File: config.mk
export PLATFORM = sky130hd
export DESIGN_NAME = qr_reed_solomon_parity_encoder_flat
export DESIGN_NICKNAME = d
export VERILOG_FILES = /design/src/rtl/core/qrrs_pkg.sv /design/src/rtl/core/qrrs_stream_if.sv /design/src/rtl/core/qr_reed_solomon_parity_encoder.sv /design/src/rtl/core/qrrs_gen_build.sv /design/src/rtl/core/qrrs_lfsr.sv /design/src/rtl/core/qrrs_par_buf.sv /design/src/flat_wrapper.sv
export SDC_FILE = /design/constraint.sdc
export NUM_CORES = 2
export LEC_CHECK = 0
export BUFFER_PORTS_ARGS = -buffer_cell sky130_fd_sc_hd__buf_2
export CAP_MARGIN = 30
export CELL_PAD_IN_SITES_DETAIL_PLACEMENT = 0
export CELL_PAD_IN_SITES_GLOBAL_PLACEMENT = 1
export CORE_MARGIN = 4
export CORE_UTILIZATION = 51
export DETAILED_ROUTE_END_ITERATION = 10
export PLACE_DENSITY = 0.9
export REMOVE_ABC_BUFFERS = 1
export SKIP_LAST_GASP = 1
export SLEW_MARGIN = 20
export SYNTH_ARGS = -nofsm -noshare
export SYNTH_HDL_FRONTEND = slang
export SYNTH_HIERARCHICAL = 1
export SYNTH_SLANG_ARGS = --single-unit
File: constraint.sdc
create_clock -name clk -period 31.2 [get_ports clk]
set_input_delay 6.24 -clock clk [delete_from_list [all_inputs] [get_ports clk]]
set_output_delay 6.24 -clock clk [all_outputs]
set_load 0.02 [all_outputs]
File: src/rtl/core/qrrs_pkg.sv
package qrrs_pkg;

  localparam int BYTE_W         = 8;
  localparam int EC_W           = 5;
  localparam int MAX_PARITY_DEF = 30;
  localparam int RESULT_CAP     = 30;

  localparam logic [EC_W-1:0]   EC_LEN_RST = EC_W'(10);
  localparam logic [8:0]        FIELD_POLY = 9'h11D;
  localparam logic [BYTE_W-1:0] GF_ONE     = 8'h01;

  typedef struct packed {
    logic [BYTE_W-1:0] data_byte;
    logic              last_data;
  } in_beat_t;

  typedef struct packed {
    logic [BYTE_W-1:0] parity_byte;
    logic              last_parity;
  } out_beat_t;

  typedef struct packed {
    logic [EC_W-1:0] ec_len;
  } cfg_beat_t;

  // remainder register control
  typedef struct packed {
    logic absorb;  // fold the held byte in
    logic last;    // held byte closes the block
    logic clear;   // drop the remainder
  } lfsr_ctl_t;

  // parity buffer control
  typedef struct packed {
    logic            load;
    logic [EC_W-1:0] len;
  } buf_ctl_t;

  typedef enum logic {
    GEN_IDLE,
    GEN_RUN
  } gen_state_t;

  // multiply by alpha
  function automatic logic [BYTE_W-1:0] gf_xtime(input logic [BYTE_W-1:0] a);
    return {a[BYTE_W-2:0], 1'b0} ^ (a[BYTE_W-1] ? FIELD_POLY[BYTE_W-1:0] : '0);
  endfunction

  function automatic logic [BYTE_W-1:0] gf_mul(input logic [BYTE_W-1:0] a_in,
                                               input logic [BYTE_W-1:0] b_in);
    logic [BYTE_W-1:0] a;
    logic [BYTE_W-1:0] acc;
    a   = a_in;
    acc = '0;
    for (int k = 0; k < BYTE_W; k++) begin
      if (b_in[k]) acc = acc ^ a;
      a = gf_xtime(a);
    end
    return acc;
  endfunction

endpackage

File: src/rtl/core/qrrs_stream_if.sv
interface qrrs_stream_if #(
  parameter type payload_t = logic
) ();
  logic     valid;
  logic     ready;
  payload_t payload;

  modport source (output valid, output payload, input ready);
  modport sink   (input valid, input payload, output ready);
endinterface

File: src/rtl/core/qr_reed_solomon_parity_encoder.sv
// Channel | Dir | Beat payload                 | Notes
// in_ch   | in  | data_byte[7:0], last_data    | one message byte per beat
// out_ch  | out | parity_byte[7:0], last_parity| ec_len beats per block, high degree first
// cfg_ch  | in  | ec_len[4:0]                  | always ready; 0 reads as 1, clamps at 30
//
// Data bytes go in at one per cycle while in_ch is ready; each is registered, then
// folded into the remainder cells once it leaves the input register. A last byte
// moves the finished remainder into the parity buffer, which drains one beat per
// cycle while out_ch is ready. A last byte waits in the input register until the
// previous block's parity is drained or its final beat is being taken. After reset
// and after each ec_len write the generator is rebuilt one root per cycle, with
// in_ch not ready. Reset is synchronous, active low; it also clears the remainder.
module qr_reed_solomon_parity_encoder
  import qrrs_pkg::*;
#(
  parameter int MAX_PARITY = MAX_PARITY_DEF
) (
  input  logic          clk,
  input  logic          rst_n,
  qrrs_stream_if.sink   in_ch,
  qrrs_stream_if.source out_ch,
  qrrs_stream_if.sink   cfg_ch
);

  localparam logic [EC_W-1:0] LenLim =
    EC_W'((MAX_PARITY < RESULT_CAP) ? MAX_PARITY : RESULT_CAP);

  // config
  logic [EC_W-1:0] ec_r;
  logic [EC_W-1:0] eff_len;
  logic            cfg_acc;

  // input stage
  logic              in_v_r;
  logic [BYTE_W-1:0] in_data_r;
  logic              in_last_r;
  logic              in_acc;
  logic              consume;

  logic              gen_busy;
  logic              buf_free;
  logic [BYTE_W-1:0] gen     [MAX_PARITY];
  logic [BYTE_W-1:0] rem_upd [MAX_PARITY];
  lfsr_ctl_t         lfsr_ctl;
  buf_ctl_t          buf_ctl;

  assign cfg_ch.ready = 1'b1;
  assign cfg_acc      = cfg_ch.valid && cfg_ch.ready;

  always_ff @(posedge clk) begin
    if (!rst_n) begin
      ec_r <= EC_LEN_RST;
    end else if (cfg_acc) begin
      ec_r <= cfg_ch.payload.ec_len;
    end
  end

  always_comb begin
    priority if (ec_r == '0) eff_len = EC_W'(1);
    else if (ec_r > LenLim)  eff_len = LenLim;
    else                     eff_len = ec_r;
  end

  // held byte leaves when it is not a block end or the buffer can take parity
  assign consume     = in_v_r && (!in_last_r || buf_free);
  // no data beat on an ec_len write edge: the write drops the input register
  assign in_ch.ready = !gen_busy && !cfg_ch.valid && (!in_v_r || consume);
  assign in_acc      = in_ch.valid && in_ch.ready;

  always_ff @(posedge clk) begin
    if (!rst_n || cfg_acc) begin
      in_v_r <= 1'b0;
    end else if (in_acc) begin
      in_v_r <= 1'b1;
    end else if (consume) begin
      in_v_r <= 1'b0;
    end
  end

  always_ff @(posedge clk) begin
    if (in_acc) begin
      in_data_r <= in_ch.payload.data_byte;
      in_last_r <= in_ch.payload.last_data;
    end
  end

  qrrs_gen_build #(.MAX_PARITY(MAX_PARITY)) u_gen (
    .clk     (clk),
    .rst_n   (rst_n),
    .start   (cfg_acc),
    .eff_len (eff_len),
    .busy    (gen_busy),
    .gen     (gen)
  );

  assign lfsr_ctl.absorb = consume;
  assign lfsr_ctl.last   = in_last_r;
  assign lfsr_ctl.clear  = cfg_acc;

  qrrs_lfsr #(.MAX_PARITY(MAX_PARITY)) u_lfsr (
    .clk       (clk),
    .rst_n     (rst_n),
    .ctl       (lfsr_ctl),
    .data_byte (in_data_r),
    .gen       (gen),
    .rem_upd   (rem_upd)
  );

  assign buf_ctl.load = consume && in_last_r;
  assign buf_ctl.len  = eff_len;

  qrrs_par_buf #(.MAX_PARITY(MAX_PARITY)) u_buf (
    .clk       (clk),
    .rst_n     (rst_n),
    .ctl       (buf_ctl),
    .load_data (rem_upd),
    .free      (buf_free),
    .out_ch    (out_ch)
  );

  a_no_in_during_build: assert property (@(posedge clk) disable iff (!rst_n)
    in_acc |-> !gen_busy)
    else $error("data beat taken while generator is being rebuilt");

  a_cfg_blocks_in: assert property (@(posedge clk) disable iff (!rst_n)
    cfg_acc |=> !in_ch.ready)
    else $error("input ready right after ec_len write");

endmodule

File: src/rtl/core/qrrs_gen_build.sv
// Generator builder: multiplies by (x + alpha^i) one root per cycle.
// Coefficients kept highest degree first, leading 1 implicit.
module qrrs_gen_build
  import qrrs_pkg::*;
#(
  parameter int MAX_PARITY = MAX_PARITY_DEF
) (
  input  logic              clk,
  input  logic              rst_n,
  input  logic              start,
  input  logic [EC_W-1:0]   eff_len,
  output logic              busy,
  output logic [BYTE_W-1:0] gen [MAX_PARITY]
);

  gen_state_t        state_r, state_nxt;
  logic [EC_W-1:0]   step_r, step_nxt;
  logic [BYTE_W-1:0] root_r, root_nxt;
  logic [BYTE_W-1:0] gen_r   [MAX_PARITY];
  logic [BYTE_W-1:0] gen_nxt [MAX_PARITY];
  logic [BYTE_W-1:0] prev    [MAX_PARITY];

  always_ff @(posedge clk) begin
    if (!rst_n) begin
      state_r <= GEN_RUN;
      step_r  <= '0;
      root_r  <= GF_ONE;
      for (int j = 0; j < MAX_PARITY; j++) gen_r[j] <= '0;
    end else begin
      state_r <= state_nxt;
      step_r  <= step_nxt;
      root_r  <= root_nxt;
      for (int j = 0; j < MAX_PARITY; j++) gen_r[j] <= gen_nxt[j];
    end
  end

  always_comb begin
    prev[0] = GF_ONE;
    for (int j = 1; j < MAX_PARITY; j++) prev[j] = gen_r[j-1];
  end

  always_comb begin
    state_nxt = state_r;
    step_nxt  = step_r;
    root_nxt  = root_r;
    for (int j = 0; j < MAX_PARITY; j++) gen_nxt[j] = gen_r[j];
    if (start) begin
      state_nxt = GEN_RUN;
      step_nxt  = '0;
      root_nxt  = GF_ONE;
      for (int j = 0; j < MAX_PARITY; j++) gen_nxt[j] = '0;
    end else begin
      unique case (state_r)
        GEN_IDLE: ;
        GEN_RUN: begin
          for (int j = 0; j < MAX_PARITY; j++)
            gen_nxt[j] = gen_r[j] ^ gf_mul(root_r, prev[j]);
          root_nxt = gf_xtime(root_r);
          step_nxt = step_r + EC_W'(1);
          if (step_r == eff_len - EC_W'(1)) state_nxt = GEN_IDLE;
        end
        default: state_nxt = GEN_IDLE;
      endcase
    end
  end

  assign busy = (state_r == GEN_RUN);
  assign gen  = gen_r;

  a_start_busy: assert property (@(posedge clk) disable iff (!rst_n)
    start |=> busy)
    else $error("builder not running after start");

  a_run_ends: assert property (@(posedge clk) disable iff (!rst_n)
    (busy && !start && step_r == eff_len - EC_W'(1)) |=> !busy)
    else $error("builder overran generator degree");

endmodule

File: src/rtl/core/qrrs_lfsr.sv
// Remainder cells, all updated together for each absorbed byte.
module qrrs_lfsr
  import qrrs_pkg::*;
#(
  parameter int MAX_PARITY = MAX_PARITY_DEF
) (
  input  logic              clk,
  input  logic              rst_n,
  input  lfsr_ctl_t         ctl,
  input  logic [BYTE_W-1:0] data_byte,
  input  logic [BYTE_W-1:0] gen     [MAX_PARITY],
  output logic [BYTE_W-1:0] rem_upd [MAX_PARITY]
);

  logic [BYTE_W-1:0] rem_r   [MAX_PARITY];
  logic [BYTE_W-1:0] rem_ext [MAX_PARITY+1];
  logic [BYTE_W-1:0] fb;

  always_comb begin
    for (int j = 0; j < MAX_PARITY; j++) rem_ext[j] = rem_r[j];
    rem_ext[MAX_PARITY] = '0;
    fb = data_byte ^ rem_r[0];
    // cells past the generator degree see zero coefficients and stay zero
    for (int j = 0; j < MAX_PARITY; j++)
      rem_upd[j] = rem_ext[j+1] ^ gf_mul(fb, gen[j]);
  end

  always_ff @(posedge clk) begin
    if (!rst_n || ctl.clear || (ctl.absorb && ctl.last)) begin
      for (int j = 0; j < MAX_PARITY; j++) rem_r[j] <= '0;
    end else if (ctl.absorb) begin
      for (int j = 0; j < MAX_PARITY; j++) rem_r[j] <= rem_upd[j];
    end
  end

endmodule

File: src/rtl/core/qrrs_par_buf.sv
// Parity drain buffer: loaded with a whole remainder, shifted out a beat at a time.
module qrrs_par_buf
  import qrrs_pkg::*;
#(
  parameter int MAX_PARITY = MAX_PARITY_DEF
) (
  input  logic              clk,
  input  logic              rst_n,
  input  buf_ctl_t          ctl,
  input  logic [BYTE_W-1:0] load_data [MAX_PARITY],
  output logic              free,
  qrrs_stream_if.source     out_ch
);

  logic [BYTE_W-1:0] buf_r [MAX_PARITY];
  logic [EC_W-1:0]   count_r;
  logic              pop;

  assign pop  = out_ch.valid && out_ch.ready;
  assign free = (count_r == '0) || ((count_r == EC_W'(1)) && pop);

  always_ff @(posedge clk) begin
    if (ctl.load) begin
      for (int j = 0; j < MAX_PARITY; j++) buf_r[j] <= load_data[j];
    end else if (pop) begin
      for (int j = 0; j < MAX_PARITY - 1; j++) buf_r[j] <= buf_r[j+1];
      buf_r[MAX_PARITY-1] <= '0;
    end
  end

  always_ff @(posedge clk) begin
    if (!rst_n) begin
      count_r <= '0;
    end else if (ctl.load) begin
      count_r <= ctl.len;
    end else if (pop) begin
      count_r <= count_r - EC_W'(1);
    end
  end

  assign out_ch.valid               = (count_r != '0);
  assign out_ch.payload.parity_byte = buf_r[0];
  assign out_ch.payload.last_parity = (count_r == EC_W'(1));

  a_load_free: assert property (@(posedge clk) disable iff (!rst_n)
    ctl.load |-> (count_r == '0 || (count_r == EC_W'(1) && pop)))
    else $error("parity buffer reloaded while still draining");

endmodule

File: src/flat_wrapper.sv
// flat-port wrapper written by rule: the top's interface ports become plain ports
module qr_reed_solomon_parity_encoder_flat import qrrs_pkg::*;
#(
  parameter int MAX_PARITY = MAX_PARITY_DEF
)
  (clk, rst_n, in_ch_valid, in_ch_payload, in_ch_ready, out_ch_valid, out_ch_payload, out_ch_ready, cfg_ch_valid, cfg_ch_payload, cfg_ch_ready);
  qrrs_stream_if #(.payload_t(in_beat_t)) in_ch_i ();
  qrrs_stream_if #(.payload_t(out_beat_t)) out_ch_i ();
  qrrs_stream_if #(.payload_t(cfg_beat_t)) cfg_ch_i ();
  input  logic clk;
  input  logic rst_n;
  input wire logic [$bits(in_ch_i.valid)-1:0] in_ch_valid;
  input wire logic [$bits(in_ch_i.payload)-1:0] in_ch_payload;
  output wire logic [$bits(in_ch_i.ready)-1:0] in_ch_ready;
  output wire logic [$bits(out_ch_i.valid)-1:0] out_ch_valid;
  output wire logic [$bits(out_ch_i.payload)-1:0] out_ch_payload;
  input wire logic [$bits(out_ch_i.ready)-1:0] out_ch_ready;
  input wire logic [$bits(cfg_ch_i.valid)-1:0] cfg_ch_valid;
  input wire logic [$bits(cfg_ch_i.payload)-1:0] cfg_ch_payload;
  output wire logic [$bits(cfg_ch_i.ready)-1:0] cfg_ch_ready;
  assign in_ch_i.valid = in_ch_valid;
  assign in_ch_i.payload = in_ch_payload;
  assign in_ch_ready = in_ch_i.ready;
  assign out_ch_valid = out_ch_i.valid;
  assign out_ch_payload = out_ch_i.payload;
  assign out_ch_i.ready = out_ch_ready;
  assign cfg_ch_i.valid = cfg_ch_valid;
  assign cfg_ch_i.payload = cfg_ch_payload;
  assign cfg_ch_ready = cfg_ch_i.ready;
  qr_reed_solomon_parity_encoder #(.MAX_PARITY(MAX_PARITY)) u_core (.clk(clk), .rst_n(rst_n), .in_ch(in_ch_i), .out_ch(out_ch_i), .cfg_ch(cfg_ch_i));
endmodule
==> impl_metrics.yaml <==
status:
  outcome: "finished, final reports clean"
place:
  hpwl_mm: 189
  gp_congestion: 0.938
  dp.cells: 12661
  port_buffers: 29
synth:
  synth_area_leaders: "xnor2_1, edfxtp_1, nand2_1"
  avgSynthCellArea_um2: 7.94
  ys_ff_latch: 754
  ys_types: 75
  synth_common_cells: "nand2_1, xnor2_1, clkbuf_1"
  synth_ff_type: "edfxtp_1"
  yosysSeqAreaShare_pct: 22.5
  async_reset_ff_share_pct: 0
  syn_inst: 11183
  synth_top_cell_area_share_pct: 19.7
  synth_edf_count: 489
  synthMostInstantiatedCell: "nand2_1"
  syn_area_mm2: 0.0888
  yosys_warnings: 6
  synth.largest_area_cell: "xnor2_1"
worst_setup_path:
  criticalPathCategory: "in -> out"
  r2r-start: "u_core/u_lfsr/rem_r[0][7]$_SDFFCE_PN0P_"
  startpoint_type: "input pin"
  worstPathArrival_ns: 7.20
  startpoint: "out_ch_ready"
  crit_required_ns: 24.96
  worstPathMaxFanout: 8
  crit_path_end_kind: "output pin"
final_layout:
  syn_to_final_growth_pct: 5.87
  layout.nets: 10499
  layout-drive-gt1-share_pct: 8.81
  layout.cells.non_filler: 12880
timing:
  final.period_utilization_pct: 43.1
  worst_pin_slew_ns: 1.14
  tns_ns: 0
  skew_ns: 0.0335
  setup_viol: 0
  rsz0062_at_grt: "no"
  finalHoldViolations: 0
  slew_headroom_pct: 24.1
  fin_crit_ns: 13.44
  fmax_mhz: 74.4
  maxSlewViolCount: 0
  hold_ws_ns: 0.527
detailed_routing:
  postRouteAntennaNets: 0
  drt-initial-drc-count: 11146
  num_vias: 80542
  wl_mm: 333
  vias_per_cell: 6.25
  route.detailed.drc: 0
  wl_per_cell_um: 25.8
  dr.pass1.iters: 7
worst_hold_path:
  min-delay-start: "u_core/u_gen/gen[175]$_SDFFE_PP0P_"
  hold_path.class: "reg -> reg"
clock_tree:
  max-clock-path-buffers: 3
  cts_tree: "done"
  post_cts_buffers: 0
  insertion_delay_ns: 0.77
  holdBufCountCts: 0
  clkTransAtPathRegs_ns: 0.06
  root_buffer: "clkbuf_16"
  cts.sinks: 754
  htree_levels: 3
  numCtsBuffers: 98
  cts_resized: 0
power_and_ir_drop:
  ir_worst_vdd_uv: 67.5
  p_leak_nw: 32.7
  power.density_mw_per_mm2: 36.9
  power_mw: 3.47
grt:
  grt_overflow: 0
  antenna_found_initial: 8
  first_global_vias: 76657
  grt_util_all_layers_pct: 35.2
  grt_first_pass_wirelength_mm: 485
  grt_max_degree: 146
floorplanning:
  core_region_area_mm2: 0.172
  ios: 31
  dieHeight_um: 425
  die_x_um: 425
  rows: 152
  start_util_pct: 51.5
  dieArea_mm2: 0.181
job:
  maxCapViolCount: 0
-- worst paths after layout --
kind / endpoint / slack [ns] / cells after the start
hold reg to reg: u_core/u_gen/gen[175]$_SDFFE_PP0P_ / 0.53 / 2
setup / recovery: in_ch_ready / 17.76 / 6
setup reg to reg: u_core/u_buf/buf_r[3][12]$_DFFE_PP_ / 25.23 / 12
hold / removal: u_core/u_gen/gen[175]$_SDFFE_PP0P_ / 0.53 / 2
-- critical path: stages --
cell and delay, ns:
buf_2 0.16, nand2_1 0.07, nand2_1 0.12, and3b_1 0.21
nor3_2 0.18, buf_2 0.21
-- metrics by stage --
stage	setup slack, ns	area, um^2	utilization, %
after floorplan	7.04	84200	-
after global routing	17.64	94000	54.6
after global placement	17.67	89900	52.2
final	17.76	94000	54.6
after detailed placement	17.71	90200	52.3
after CTS	17.70	93600	54.3
-- per-layer routing --
layer | GRT usage (%) | wire, um | up-vias
li1 | - | - | 34773
met1 | 44.4 | 121000 | 38617
met2 | 53.4 | 141000 | 5727
met3 | 9.13 | 45200 | 1415
met4 | 22.6 | 25100 | 10
met5 | 0 | 102 | -
-- sequential cells by signal, summed over array words and instances, names as in the netlist --
register	flops
u_core/u_gen/step_r	5
u_core/u_buf/buf_r	240
u_core/in_last_r	1
u_core/u_gen/gen	240
u_core/u_buf/count_r	5
u_core/in_data_r	8
u_core/u_lfsr/rem_r	240
u_core/u_gen/busy	1
u_core/in_v_r	1
u_core/u_gen/root_r	8
u_core/ec_r	5
-- where the power goes --
| group | total (mW) | internal, mW | switching (mW) |
|---|---|---|---|
| clock | 1.25 | 0.744 | 0.510 |
| sequential | 1.40 | 1.30 | 0.103 |
| combinational | 0.811 | 0.257 | 0.554 |
-- kinds of logic (layout without fill, tap and decap cells) --
group / count (synthesis) / after routing / synth area share [%]
flops: 754 / 754 / 22.5
simple gates: 4639 / 4639 / 21.2
fa+ha+maj: 5 / 5 / 0.0704
buf+inv: 1216 / 592 / 5.63
other cells: 1 / 12 / 0.00422
xor+xnor: 3053 / 3053 / 36.6
compound gates: 1084 / 1084 / 8.45
mux: 431 / 431 / 5.55
-- final cells by class --
| type | instances | area, um^2 |
|---|---|---|
| inverter | 96 | 360 |
| tap | 2310 | 2890 |
| multi-input combinational | 9213 | 64600 |
| timing repair buffer | 312 | 2690 |
| sequential | 754 | 20000 |
| clock buffer | 132 | 2800 |
| clock inverter | 52 | 659 |
| antenna | 11 | 27.5 |
| fill | 15477 | 78300 |
-- cells in the final DEF, fill, tap and decap left out, drive strengths merged, types with 18 or more instances in the layout --
cell type / Yosys / routed
edfxtp: 489 / 489
nor3b: 41 / 41
nand2: 3506 / 3506
nor2: 538 / 538
o21a: 18 / 18
nand3: 92 / 92
o22a: 23 / 23
and3: 19 / 19
a31oi: 75 / 75
a211o: 36 / 36
a21o: 40 / 40
clkinv: 0 / 30
xnor2: 2012 / 2012
nand2b: 24 / 24
clkbuf: 678 / 132
nor2b: 42 / 42
a21oi: 244 / 244
o21ai: 87 / 87
o311ai: 21 / 21
a211oi: 61 / 61
o221ai: 18 / 18
xnor3: 373 / 373
a221oi: 19 / 19
a21boi: 34 / 34
a22oi: 104 / 104
and2: 248 / 248
xor3: 27 / 27
nor3: 57 / 57
nand4: 20 / 20
xor2: 641 / 641
o211ai: 86 / 86
a31o: 47 / 47
buf: 442 / 312
mux2: 346 / 346
inv: 96 / 100
mux2i: 85 / 85
o22ai: 51 / 51
dfxtp: 265 / 265
or4: 33 / 33
No activity file was read; power rests on OpenSTA's default activity.
